--- config.mk ---
export PLATFORM = sky130hd
export DESIGN_NAME = scancode_decoder_with_key_fifo
export DESIGN_NICKNAME = d
export VERILOG_FILES = /design/src/hdl/sdc_pkg.sv /design/src/hdl/scancode_decoder_with_key_fifo.sv /design/src/hdl/sdc_ram.sv /design/src/hdl/sdc_ctrl.sv
export SDC_FILE = /design/constraint.sdc
export NUM_CORES = 1
export LEC_CHECK = 0
export ABC_AREA = 1
export BUFFER_PORTS_ARGS = -buffer_cell sky130_fd_sc_hd__buf_2
export CAP_MARGIN = 0
export CORE_MARGIN = 2
export CORE_UTILIZATION = 45
export CTS_BUF_LIST = sky130_fd_sc_hd__clkbuf_8
export CTS_CLUSTER_DIAMETER = 60
export DETAILED_ROUTE_END_ITERATION = 6
export PLACE_DENSITY = 0.7
export SETUP_SLACK_MARGIN = 0.05
export SLEW_MARGIN = 20
export SYNTH_ARGS = -nofsm -noshare
export SYNTH_HDL_FRONTEND = slang
export SYNTH_SLANG_ARGS = --single-unit
--- constraint.sdc ---
create_clock -name aclk -period 4.39 [get_ports aclk]
set_input_delay 1.317 -clock aclk [delete_from_list [all_inputs] [get_ports aclk]]
set_output_delay 1.317 -clock aclk [all_outputs]
set_load 0.01 [all_outputs]
--- src/hdl/sdc_pkg.sv ---
// shared types, constants and scancode table for the scancode decoder
`default_nettype none
package sdc_pkg;

    localparam int RING_DEPTH = 16;
    localparam int PTR_W      = (RING_DEPTH > 1) ? $clog2(RING_DEPTH) : 1;

    localparam logic [1:0] ACT_SCAN  = 2'd0;
    localparam logic [1:0] ACT_READ  = 2'd1;
    localparam logic [1:0] ACT_CLEAR = 2'd2;

    localparam logic REG_CHAR_EN = 1'b0;
    localparam logic REG_RAW_EN  = 1'b1;

    localparam logic [7:0] PREFIX_BYTE = 8'hE0;
    localparam logic [7:0] EXT_BIT     = 8'h80;

    typedef struct packed {
        logic       we;
        logic [PTR_W-1:0] waddr;
        logic [7:0] wdata;
        logic       re;
        logic [PTR_W-1:0] raddr;
    } ram_req_t;

    typedef struct packed {
        logic       char_valid;
        logic [6:0] char_code;
        logic       raw_valid;
        logic [6:0] raw_code;
        logic       raw_extended;
        logic       pop;
    } res_t;

    function automatic logic [6:0] map_ascii(input logic [6:0] code);
        logic [6:0] c;
        case (code)
            7'd1:  c = 7'd27;
            7'd2:  c = 7'h31;
            7'd3:  c = 7'h32;
            7'd4:  c = 7'h33;
            7'd5:  c = 7'h34;
            7'd6:  c = 7'h35;
            7'd7:  c = 7'h36;
            7'd8:  c = 7'h37;
            7'd9:  c = 7'h38;
            7'd10: c = 7'h39;
            7'd11: c = 7'h30;
            7'd12: c = 7'h2D;
            7'd13: c = 7'h3D;
            7'd14: c = 7'd8;
            7'd15: c = 7'd9;
            7'd16: c = 7'h71;
            7'd17: c = 7'h77;
            7'd18: c = 7'h65;
            7'd19: c = 7'h72;
            7'd20: c = 7'h74;
            7'd21: c = 7'h79;
            7'd22: c = 7'h75;
            7'd23: c = 7'h69;
            7'd24: c = 7'h6F;
            7'd25: c = 7'h70;
            7'd26: c = 7'h5B;
            7'd27: c = 7'h5D;
            7'd28: c = 7'd10;
            7'd30: c = 7'h61;
            7'd31: c = 7'h73;
            7'd32: c = 7'h64;
            7'd33: c = 7'h66;
            7'd34: c = 7'h67;
            7'd35: c = 7'h68;
            7'd36: c = 7'h6A;
            7'd37: c = 7'h6B;
            7'd38: c = 7'h6C;
            7'd39: c = 7'h3B;
            7'd40: c = 7'h27;
            7'd41: c = 7'h60;
            7'd43: c = 7'h5C;
            7'd44: c = 7'h7A;
            7'd45: c = 7'h78;
            7'd46: c = 7'h63;
            7'd47: c = 7'h76;
            7'd48: c = 7'h62;
            7'd49: c = 7'h6E;
            7'd50: c = 7'h6D;
            7'd51: c = 7'h2C;
            7'd52: c = 7'h2E;
            7'd53: c = 7'h2F;
            7'd55: c = 7'h2A;
            7'd57: c = 7'h20;
            7'd74: c = 7'h2D;
            7'd78: c = 7'h2B;
            default: c = 7'd0;
        endcase
        return c;
    endfunction

endpackage
`default_nettype wire

--- src/hdl/scancode_decoder_with_key_fifo.sv ---
// top level: scancode decoder with key ring held in a ram
// the result is registered on accept; the popped key comes from the ram read register
// throughput: one request per cycle; s_ready is low only while a result waits with m_ready low
// reset: synchronous active-low aresetn clears enables, prefix flag, pointers and output valid
// ring contents are not cleared by reset; no clearing pass is needed
`default_nettype none
module scancode_decoder_with_key_fifo (
    input  wire logic       aclk,
    input  wire logic       aresetn,
    input  wire logic       cfg_we,
    input  wire logic       cfg_index,
    input  wire logic       cfg_wdata,
    input  wire logic       s_valid,
    output logic            s_ready,
    input  wire logic [1:0] s_action,
    input  wire logic [7:0] s_scancode,
    output logic            m_valid,
    input  wire logic       m_ready,
    output logic            m_char_valid,
    output logic [6:0]      m_char_code,
    output logic            m_raw_valid,
    output logic [6:0]      m_raw_code,
    output logic            m_raw_extended,
    output logic [7:0]      m_key_data
);
    import sdc_pkg::*;

    logic     accept;
    logic     out_valid_reg, out_valid_next;
    ram_req_t ram_req;
    res_t     res;
    res_t     res_reg;
    logic [7:0] ram_rdata;

    assign s_ready = !out_valid_reg || m_ready;
    assign accept  = s_valid && s_ready;

    sdc_ctrl u_ctrl (
        .aclk      (aclk),
        .aresetn   (aresetn),
        .cfg_we    (cfg_we),
        .cfg_index (cfg_index),
        .cfg_wdata (cfg_wdata),
        .accept    (accept),
        .action    (s_action),
        .scancode  (s_scancode),
        .ram_req   (ram_req),
        .res       (res)
    );

    sdc_ram #(
        .WIDTH (8),
        .DEPTH (RING_DEPTH)
    ) u_ring (
        .aclk  (aclk),
        .we    (ram_req.we),
        .waddr (ram_req.waddr),
        .wdata (ram_req.wdata),
        .re    (ram_req.re),
        .raddr (ram_req.raddr),
        .rdata (ram_rdata)
    );

    always_comb begin
        out_valid_next = out_valid_reg;
        if (accept) begin
            out_valid_next = 1'b1;
        end else if (m_ready) begin
            out_valid_next = 1'b0;
        end
    end

    always_ff @(posedge aclk) begin
        if (!aresetn) begin
            out_valid_reg <= 1'b0;
        end else begin
            out_valid_reg <= out_valid_next;
        end
    end

    always_ff @(posedge aclk) begin
        if (accept) begin
            res_reg <= res;
        end
    end

    assign m_valid        = out_valid_reg;
    assign m_char_valid   = res_reg.char_valid;
    assign m_char_code    = res_reg.char_code;
    assign m_raw_valid    = res_reg.raw_valid;
    assign m_raw_code     = res_reg.raw_code;
    assign m_raw_extended = res_reg.raw_extended;
    assign m_key_data     = res_reg.pop ? ram_rdata : 8'h00;
endmodule
`default_nettype wire

--- src/hdl/sdc_ram.sv ---
// generic single-port-write, single-port-read ram with registered read data
`default_nettype none
module sdc_ram #(
    parameter int WIDTH = 8,
    parameter int DEPTH = 16
) (
    input  wire logic                     aclk,
    input  wire logic                     we,
    input  wire logic [$clog2(DEPTH)-1:0] waddr,
    input  wire logic [WIDTH-1:0]         wdata,
    input  wire logic                     re,
    input  wire logic [$clog2(DEPTH)-1:0] raddr,
    output logic      [WIDTH-1:0]         rdata
);
    logic [WIDTH-1:0] mem [DEPTH];

    always_ff @(posedge aclk) begin
        if (we) begin
            mem[waddr] <= wdata;
        end
        if (re) begin
            rdata <= mem[raddr];
        end
    end
endmodule
`default_nettype wire

--- src/hdl/sdc_ctrl.sv ---
// request decode, ring pointers, prefix flag and configuration registers
`default_nettype none
module sdc_ctrl (
    input  wire logic              aclk,
    input  wire logic              aresetn,
    input  wire logic              cfg_we,
    input  wire logic              cfg_index,
    input  wire logic              cfg_wdata,
    input  wire logic              accept,
    input  wire logic [1:0]        action,
    input  wire logic [7:0]        scancode,
    output sdc_pkg::ram_req_t      ram_req,
    output sdc_pkg::res_t          res
);
    import sdc_pkg::*;

    logic             char_en_reg, char_en_next;
    logic             raw_en_reg, raw_en_next;
    logic             prefix_reg, prefix_next;
    logic [PTR_W-1:0] wr_ptr_reg, wr_ptr_next;
    logic [PTR_W-1:0] rd_ptr_reg, rd_ptr_next;
    logic [PTR_W-1:0] wr_inc, rd_inc;
    logic [6:0]       ascii;

    localparam logic [PTR_W-1:0] PTR_LAST = PTR_W'(RING_DEPTH - 1);

    assign wr_inc = (wr_ptr_reg == PTR_LAST) ? '0 : wr_ptr_reg + 1'b1;
    assign rd_inc = (rd_ptr_reg == PTR_LAST) ? '0 : rd_ptr_reg + 1'b1;
    assign ascii  = map_ascii(scancode[6:0]);

    always_comb begin
        char_en_next = char_en_reg;
        raw_en_next  = raw_en_reg;
        if (cfg_we) begin
            case (cfg_index)
                REG_CHAR_EN: char_en_next = cfg_wdata;
                REG_RAW_EN:  raw_en_next  = cfg_wdata;
                default: ;
            endcase
        end
    end

    always_comb begin
        prefix_next   = prefix_reg;
        wr_ptr_next   = wr_ptr_reg;
        rd_ptr_next   = rd_ptr_reg;
        ram_req.we    = 1'b0;
        ram_req.waddr = wr_ptr_reg;
        ram_req.wdata = scancode | (prefix_reg ? EXT_BIT : 8'h00);
        ram_req.re    = 1'b0;
        ram_req.raddr = rd_ptr_reg;
        res           = '0;
        if (accept) begin
            case (action)
                ACT_SCAN: begin
                    if (scancode == PREFIX_BYTE) begin
                        prefix_next = 1'b1;
                    end else begin
                        prefix_next = 1'b0;
                        if (!scancode[7]) begin
                            if (wr_inc != rd_ptr_reg) begin
                                ram_req.we  = 1'b1;
                                wr_ptr_next = wr_inc;
                            end
                            if (raw_en_reg) begin
                                res.raw_valid    = 1'b1;
                                res.raw_code     = scancode[6:0];
                                res.raw_extended = prefix_reg;
                            end
                            if (char_en_reg && ascii != 7'd0) begin
                                res.char_valid = 1'b1;
                                res.char_code  = ascii;
                            end
                        end
                    end
                end
                ACT_READ: begin
                    if (rd_ptr_reg != wr_ptr_reg) begin
                        ram_req.re  = 1'b1;
                        res.pop     = 1'b1;
                        rd_ptr_next = rd_inc;
                    end
                end
                ACT_CLEAR: begin
                    wr_ptr_next = '0;
                    rd_ptr_next = '0;
                end
                default: ;
            endcase
        end
    end

    always_ff @(posedge aclk) begin
        if (!aresetn) begin
            char_en_reg <= 1'b0;
            raw_en_reg  <= 1'b0;
            prefix_reg  <= 1'b0;
            wr_ptr_reg  <= '0;
            rd_ptr_reg  <= '0;
        end else begin
            char_en_reg <= char_en_next;
            raw_en_reg  <= raw_en_next;
            prefix_reg  <= prefix_next;
            wr_ptr_reg  <= wr_ptr_next;
            rd_ptr_reg  <= rd_ptr_next;
        end
    end
endmodule
`default_nettype wire

==> metrics, run 1 <==
mux cell area share after synthesis=1.553%; fin nets=809; Pwr Total=0.003041 W; WL/cell=17.14 um; GP Congestion=0.8634; via count of the routed design=5388; number of flip-flops in the largest register=128; Yosys reg bits=166; num rows=47; Max-cap violations=0; Yosys warning count=0; Fill cells=1486; GR Util All Layers=19.40%; HPWL after DPL=11000 um; Reg area=4867 sq um; most frequent cells in the layout=edfxtp_1 (154), nand2_1 (134), nor2_1 (133); Fmax=323.6 MHz; largest net degree at the start of global routing=69; Routed Antenna Nets=0; Cells after Synth=738; critical path peak fanout=28; buffer levels on the longest clock path=2; clk sinks=166; I/O Pins=44; Port Buf Inserts=43; DRC=0; endpoints failing hold=0; Worst R2R End=u_ring.mem[3][0]; Worst Setup End Kind=flip-flop; Max Slew Vio Count=0; layout cell share with drive strength beyond 1=13.71%; Power Dens Cells=357.0 nW/um^2; post-synthesis cell type count=31; Simple-Gate Fraction of Synth Area=18.14%; Rel. slew slack=41.87%; number of global-route vias before repair=4974; clock skew=0.01071 ns; CTS Hold Buffers Added=0; aggregate routed wire length=17280 um; clk slew on worst S/H paths=0.09 ns; Area Growth Syn to Fin=10.18%; number of DRC markers in iteration 0=538; final setup TNS=0 ns; initial antenna violation count=0; first-pass GRT wire length=26590 um; H-tree depth=4; Slew @ Worst Pin=0.8688 ns; outcome=completed; Critical Path Source Type=input pin; syn nets=771; Die X=135.1 um; Synth Area in Compound Gates=8.107%; unrepaired setup endpoints after global routing=no; crit path capture=m_char_valid; Starting Density=46.30%; Reg2Reg Launch Point=u_ctrl.wr_ptr_reg[0]; biggest regs=u_ring.mem: 128 flops, u_ring.rdata: 8 flops; Req. time, crit path=4.62 ns; area of the multi-input gates=2420 sq um; Mean Syn Cell Area=10.48 sq um; total gr overflow=0; period utilization=70.40%; R2R depth=10; setup bufs post-CTS=0; Clk Tree Root Cell=clkbuf_8; post-CTS sizing=0; die area=18250 sq um; min cycle time layout=3.091 ns; post-synthesis instance area=7732 sq um; VDD IR max=0.2208 mV; Seq/Total Area, Yosys=62.91%; final setup fails=0; commonest non-fill, non-tap cell in the layout=edfxtp_1; Largest Register=u_ring.mem; Worst R2R Setup Slack=1.68 ns; largest family of logic cells by synthesized area=simple AND/OR/NAND/NOR gates; Worst Setup SP=s_scancode[1]; ANT cells=0; Post-Synth Adder-Cell Area=2.589%; TritonCTS Buffers=17; TritonCTS clock tree=built; critical path type=in2reg; xor/xnor share of the synthesized area=0.9061%; arrival time worst endpoint=3.32 ns; Leakage=3.271 nW; chip height=135.1 um; First-pass DRT Iterations=5; drt via density=5.345; Hold Crit Class=reg2reg; core area=16700 sq um; Clock Latency Late Sink=0.47 ns
[critical path: stages]
cell and delay, ns:
buf_2 0.39, inv_1 0.26, ha_1 0.34, inv_1 0.07
nand2_1 0.11, nand2_1 0.10, nand2_1 0.05, nor2_1 0.08
nand2_1 0.06, nand3_1 0.06, nand2_1 0.06, nor2_1 0.12
nand3_1 0.10, nand2_2 0.13, inv_1 0.06
[cells by family after synthesis]
kind of cell               after synthesis
buffers and inverters                   99
muxes                                   12
xor gates and xnor gates                 8
DFF                                    166
adders and majority gates               16
AOI/OAI and AO/OA                       98
and+or+nand+nor                        339
[metal layers]
metal	track usage (%)	routed length (um)	vias up
met1	25.49	7633	2557
li1	-	-	2625
met2	31.19	8319	169
met5	0	0	-
met3	3.491	801	37
met4	9.606	523	0
[through the flow]
stage	area, sq um	setup slack, ns	utilization (%)	hold slack [ns]	cells
after detailed placement	8138	0.8317	48.73	0.4599	977
after global placement	8138	0.8705	48.73	0.4534	977
after floorplan	7732	1.483	-	0.4389	738
after global routing	8519	1.080	51.01	0.5105	1008
after CTS	8519	1.334	51.01	0.4731	1008
final	8519	1.299	51.01	0.4685	1008
[worst min-delay path by stage]
stage,startpoint,to,slack [ns],cells after the start
6_report,u_ctrl.raw_en_reg,u_ctrl.raw_en_reg,0.47,2
5_1_grt,u_ctrl.raw_en_reg,u_ctrl.raw_en_reg,0.51,2
4_1_cts,u_ctrl.raw_en_reg,u_ctrl.raw_en_reg,0.47,2
3_5_place_dp,u_ctrl.raw_en_reg,u_ctrl.raw_en_reg,0.46,2
3_3_place_gp,u_ctrl.raw_en_reg,u_ctrl.raw_en_reg,0.45,2
2_1_floorplan,u_ctrl.raw_en_reg,u_ctrl.raw_en_reg,0.44,2
[final cells by class]
class                   count  share of cell area, %
flip-flops and latches    166                  57.13
multi-input cells         473                  28.40
repair buffers             64                  4.377
well taps                 220                  3.231
clock buffers              17                  2.746
inverters                  54                  2.379
clock inverters            14                  1.733
[power breakdown]
part	internal [W]	switching [W]
combinational	0.0000711	0.000165
sequential	0.00174	0.00000763
clock	0.000462	0.000593
[synthesized netlist by cell type (all sizes together)]
cell type | count | area (sq um)
buf | 30 | 188.9
o221ai | 12 | 105.1
clkbuf | 15 | 56.30
xnor2 | 2 | 17.52
ha | 16 | 200.2
mux2i | 12 | 120.1
o21ai | 37 | 185.2
xor2 | 6 | 52.55
nand4 | 6 | 37.54
a31oi | 1 | 6.260
nor2 | 135 | 525.5
a21oi | 22 | 110.1
nand3 | 52 | 260.3
clkinv | 3 | 11.26
edfxtp | 154 | 4624
nor3 | 3 | 15.01
dfxtp | 12 | 240.2
nand2 | 142 | 558.0
inv | 51 | 191.4
a211oi | 1 | 7.510
nor4 | 1 | 6.260
o211ai | 5 | 37.54
o32ai | 20 | 175.2
No activity file was read; power rests on OpenSTA's default activity.
==> run 2, diff against run 1 <==
PLACE_DENSITY = 0.72   (was 0.7)
clock period = 2.6 ns   (was 4.39 ns; I/O delays follow)
==> metrics, run 2 (synthesis results as in run 1) <==
outcome=completed (unchanged); biggest regs=u_ring.mem: 128 flops, u_ring.rdata: 8 flops (unchanged); number of DRC markers in iteration 0=532 (was 538); first-pass GRT wire length=27730 um (was 26590 um); clk slew on worst S/H paths=0.09 ns (about the same); area of the multi-input gates=2420 sq um (unchanged); Req. time, crit path=2.76 ns (was 4.62 ns); post-CTS sizing=0 (unchanged); Crit-path slowest cell=dfxtp_1 (was buf_2); TritonCTS clock tree=built (unchanged); Starting Density=46.30% (unchanged); Fill cells=1455 (was 1486); I/O Pins=44 (unchanged); unrepaired setup endpoints after global routing=no (unchanged); Rel. slew slack=59.97% (was 41.87%); CP Cell Sequence=inv_1 -> ha_1 -> xnor2_1 -> nand2_1 -> nor2_1 -> nand2_2 -> nand2_4 -> nor2_8 -> nand2_2 -> nor2_1 -> buf_4 (was buf_2 -> inv_1 -> ha_1 -> inv_1 -> nand2_1 -> nand2_1 -> nand2_1 -> nor2_1 -> nand2_1 -> nand3_1 -> nand2_1 -> nor2_1 -> nand3_1 -> nand2_2 -> inv_1); setup bufs post-CTS=0 (unchanged); Final Instance Area=8780 sq um (was 8519 sq um); HPWL after DPL=11830 um (was 11000 um); initial antenna violation count=1 (was 0); final setup fails=0 (unchanged); Power Dens Cells=599.1 nW/um^2 (was 357.0 nW/um^2); Core Util, Final=52.57% (was 51.01%); largest net degree at the start of global routing=69 (unchanged); commonest non-fill, non-tap cell in the layout=edfxtp_1 (unchanged); placed cell area=8371 sq um (was 8138 sq um); H-tree depth=4 (unchanged); Max-cap violations=0 (unchanged); min cycle time layout=2.344 ns; worst slack, placed=0.03237 ns (was 0.8317 ns); layout cell share with drive strength beyond 1=16.44% (was 13.71%); core area=16700 sq um (unchanged); DRC=0 (unchanged); Routed Antenna Nets=0 (unchanged); GR Util All Layers=20.22% (was 19.40%); Max Slew Vio Count=0 (unchanged); clock skew=0.01070 ns (was 0.01071 ns); TritonCTS Buffers=17 (unchanged); number of flip-flops in the largest register=128 (unchanged); final setup margin=0.2562 ns (was 1.299 ns); period utilization=90.15%; buffer levels on the longest clock path=2 (unchanged); WP buf/inv=2 (was 4); drt via density=5.385 (was 5.345); WHS Path Cells=2 (unchanged); num rows=47 (unchanged); Area Growth Syn to Fin=13.54% (was 10.18%); critical path peak fanout=7 (was 28); CP Depth=11 (was 15); Worst Setup End Kind=flip-flop (unchanged); Pwr Total=0.005260 W (was 0.003041 W); Clk Tree Root Cell=clkbuf_8 (unchanged); endpoints failing hold=0 (unchanged); WL/cell=17.31 um (was 17.14 um); die area=18250 sq um (unchanged); most frequent cells in the layout=edfxtp_1 (154), nand2_1 (134), nor2_1 (133) (unchanged); Largest Register=u_ring.mem (unchanged); final setup TNS=0 ns (unchanged); number of global-route vias before repair=5092 (was 4974); total gr overflow=0 (unchanged); Slew @ Worst Pin=0.5982 ns (was 0.8688 ns); Clock Latency Late Sink=0.46 ns (was 0.47 ns); Die X=135.1 um (unchanged); Port Buf Inserts=43 (unchanged); chip height=135.1 um (unchanged); CTS Hold Buffers Added=0 (unchanged); Critical Path Source Type=flip-flop (was input pin); CP max stage delay=0.46 ns (was 0.39 ns); Reg area=4867 sq um (unchanged); fin nets=835 (was 809); critical path type=reg2reg (was in2reg); Top delay family on crit path=simple AND/OR/NAND/NOR gates (unchanged); VDD IR max=0.3109 mV (was 0.2208 mV); GP Congestion=0.9522 (was 0.8634); First-pass DRT Iterations=5 (unchanged); clk sinks=166 (unchanged); aggregate routed wire length=17930 um (was 17280 um); via count of the routed design=5579 (was 5388); arrival time worst endpoint=2.51 ns (was 3.32 ns); Hold Crit Class=reg2reg (unchanged); R2R depth=11 (was 10); Leakage=3.433 nW (was 3.271 nW); Fmax=426.7 MHz
-- run 2: layout make-up --
class	instances	share of cell area (%)
Clock inverter	15	1.967
Tap cell	220	3.135
Sequential cell	166	55.44
Multi-Input combinational cell	473	27.56
Clock buffer	17	2.665
Inverter	54	2.309
Antenna cell	1	0.02850
Timing Repair Buffer	90	6.898
-- run 2: report_power, final --
group	leakage, nW	internal [W]	total [W]	switching [W]
sequential	1.50	0.00294	0.00295	0.0000137
clock	0.205	0.000883	0.00187	0.000988
combinational	1.72	0.000146	0.000436	0.000290
total	3.43	0.00397	0.00526	0.00129
-- run 2: metal layers --
layer	share of wire, %	vias to the layer above	wire length (um)	GRT usage, %
li1	-	2684	-	-
met1	42	2652	7528	26.97
met2	50	215	8880	33.59
met3	6.7	28	1194	4.054
met4	1.8	0	331	6.250
met5	0	-	0	0
-- run 2: path summary, 6_finish.rpt --
check / from / endpoint / slack (ns)
setup reg to reg: u_ctrl.wr_ptr_reg[0] / u_ring.mem[3][6] / 0.26
hold reg to reg: u_ctrl.raw_en_reg / u_ctrl.raw_en_reg / 0.48
setup / recovery: u_ctrl.wr_ptr_reg[0] / u_ring.mem[3][6] / 0.26
hold / removal: u_ctrl.raw_en_reg / u_ctrl.raw_en_reg / 0.48
-- run 2: per-stage QoR --
step / hold WS, ns / std cells
6_report: 0.4803 / 1036
2_1_floorplan: 0.4389 / 738
3_5_place_dp: 0.4640 / 1003
3_3_place_gp: 0.4516 / 1003
4_1_cts: 0.4778 / 1035
5_1_grt: 0.5158 / 1036
-- run 2: worst reg2reg max path, stage by stage, from the launching register on --
cell	delay, ns
dfxtp_1	0.46
inv_1	0.15
ha_1	0.35
xnor2_1	0.13
nand2_1	0.07
nor2_1	0.04
nand2_2	0.10
nand2_4	0.10
nor2_8	0.14
nand2_2	0.10
nor2_1	0.19
buf_4	0.22
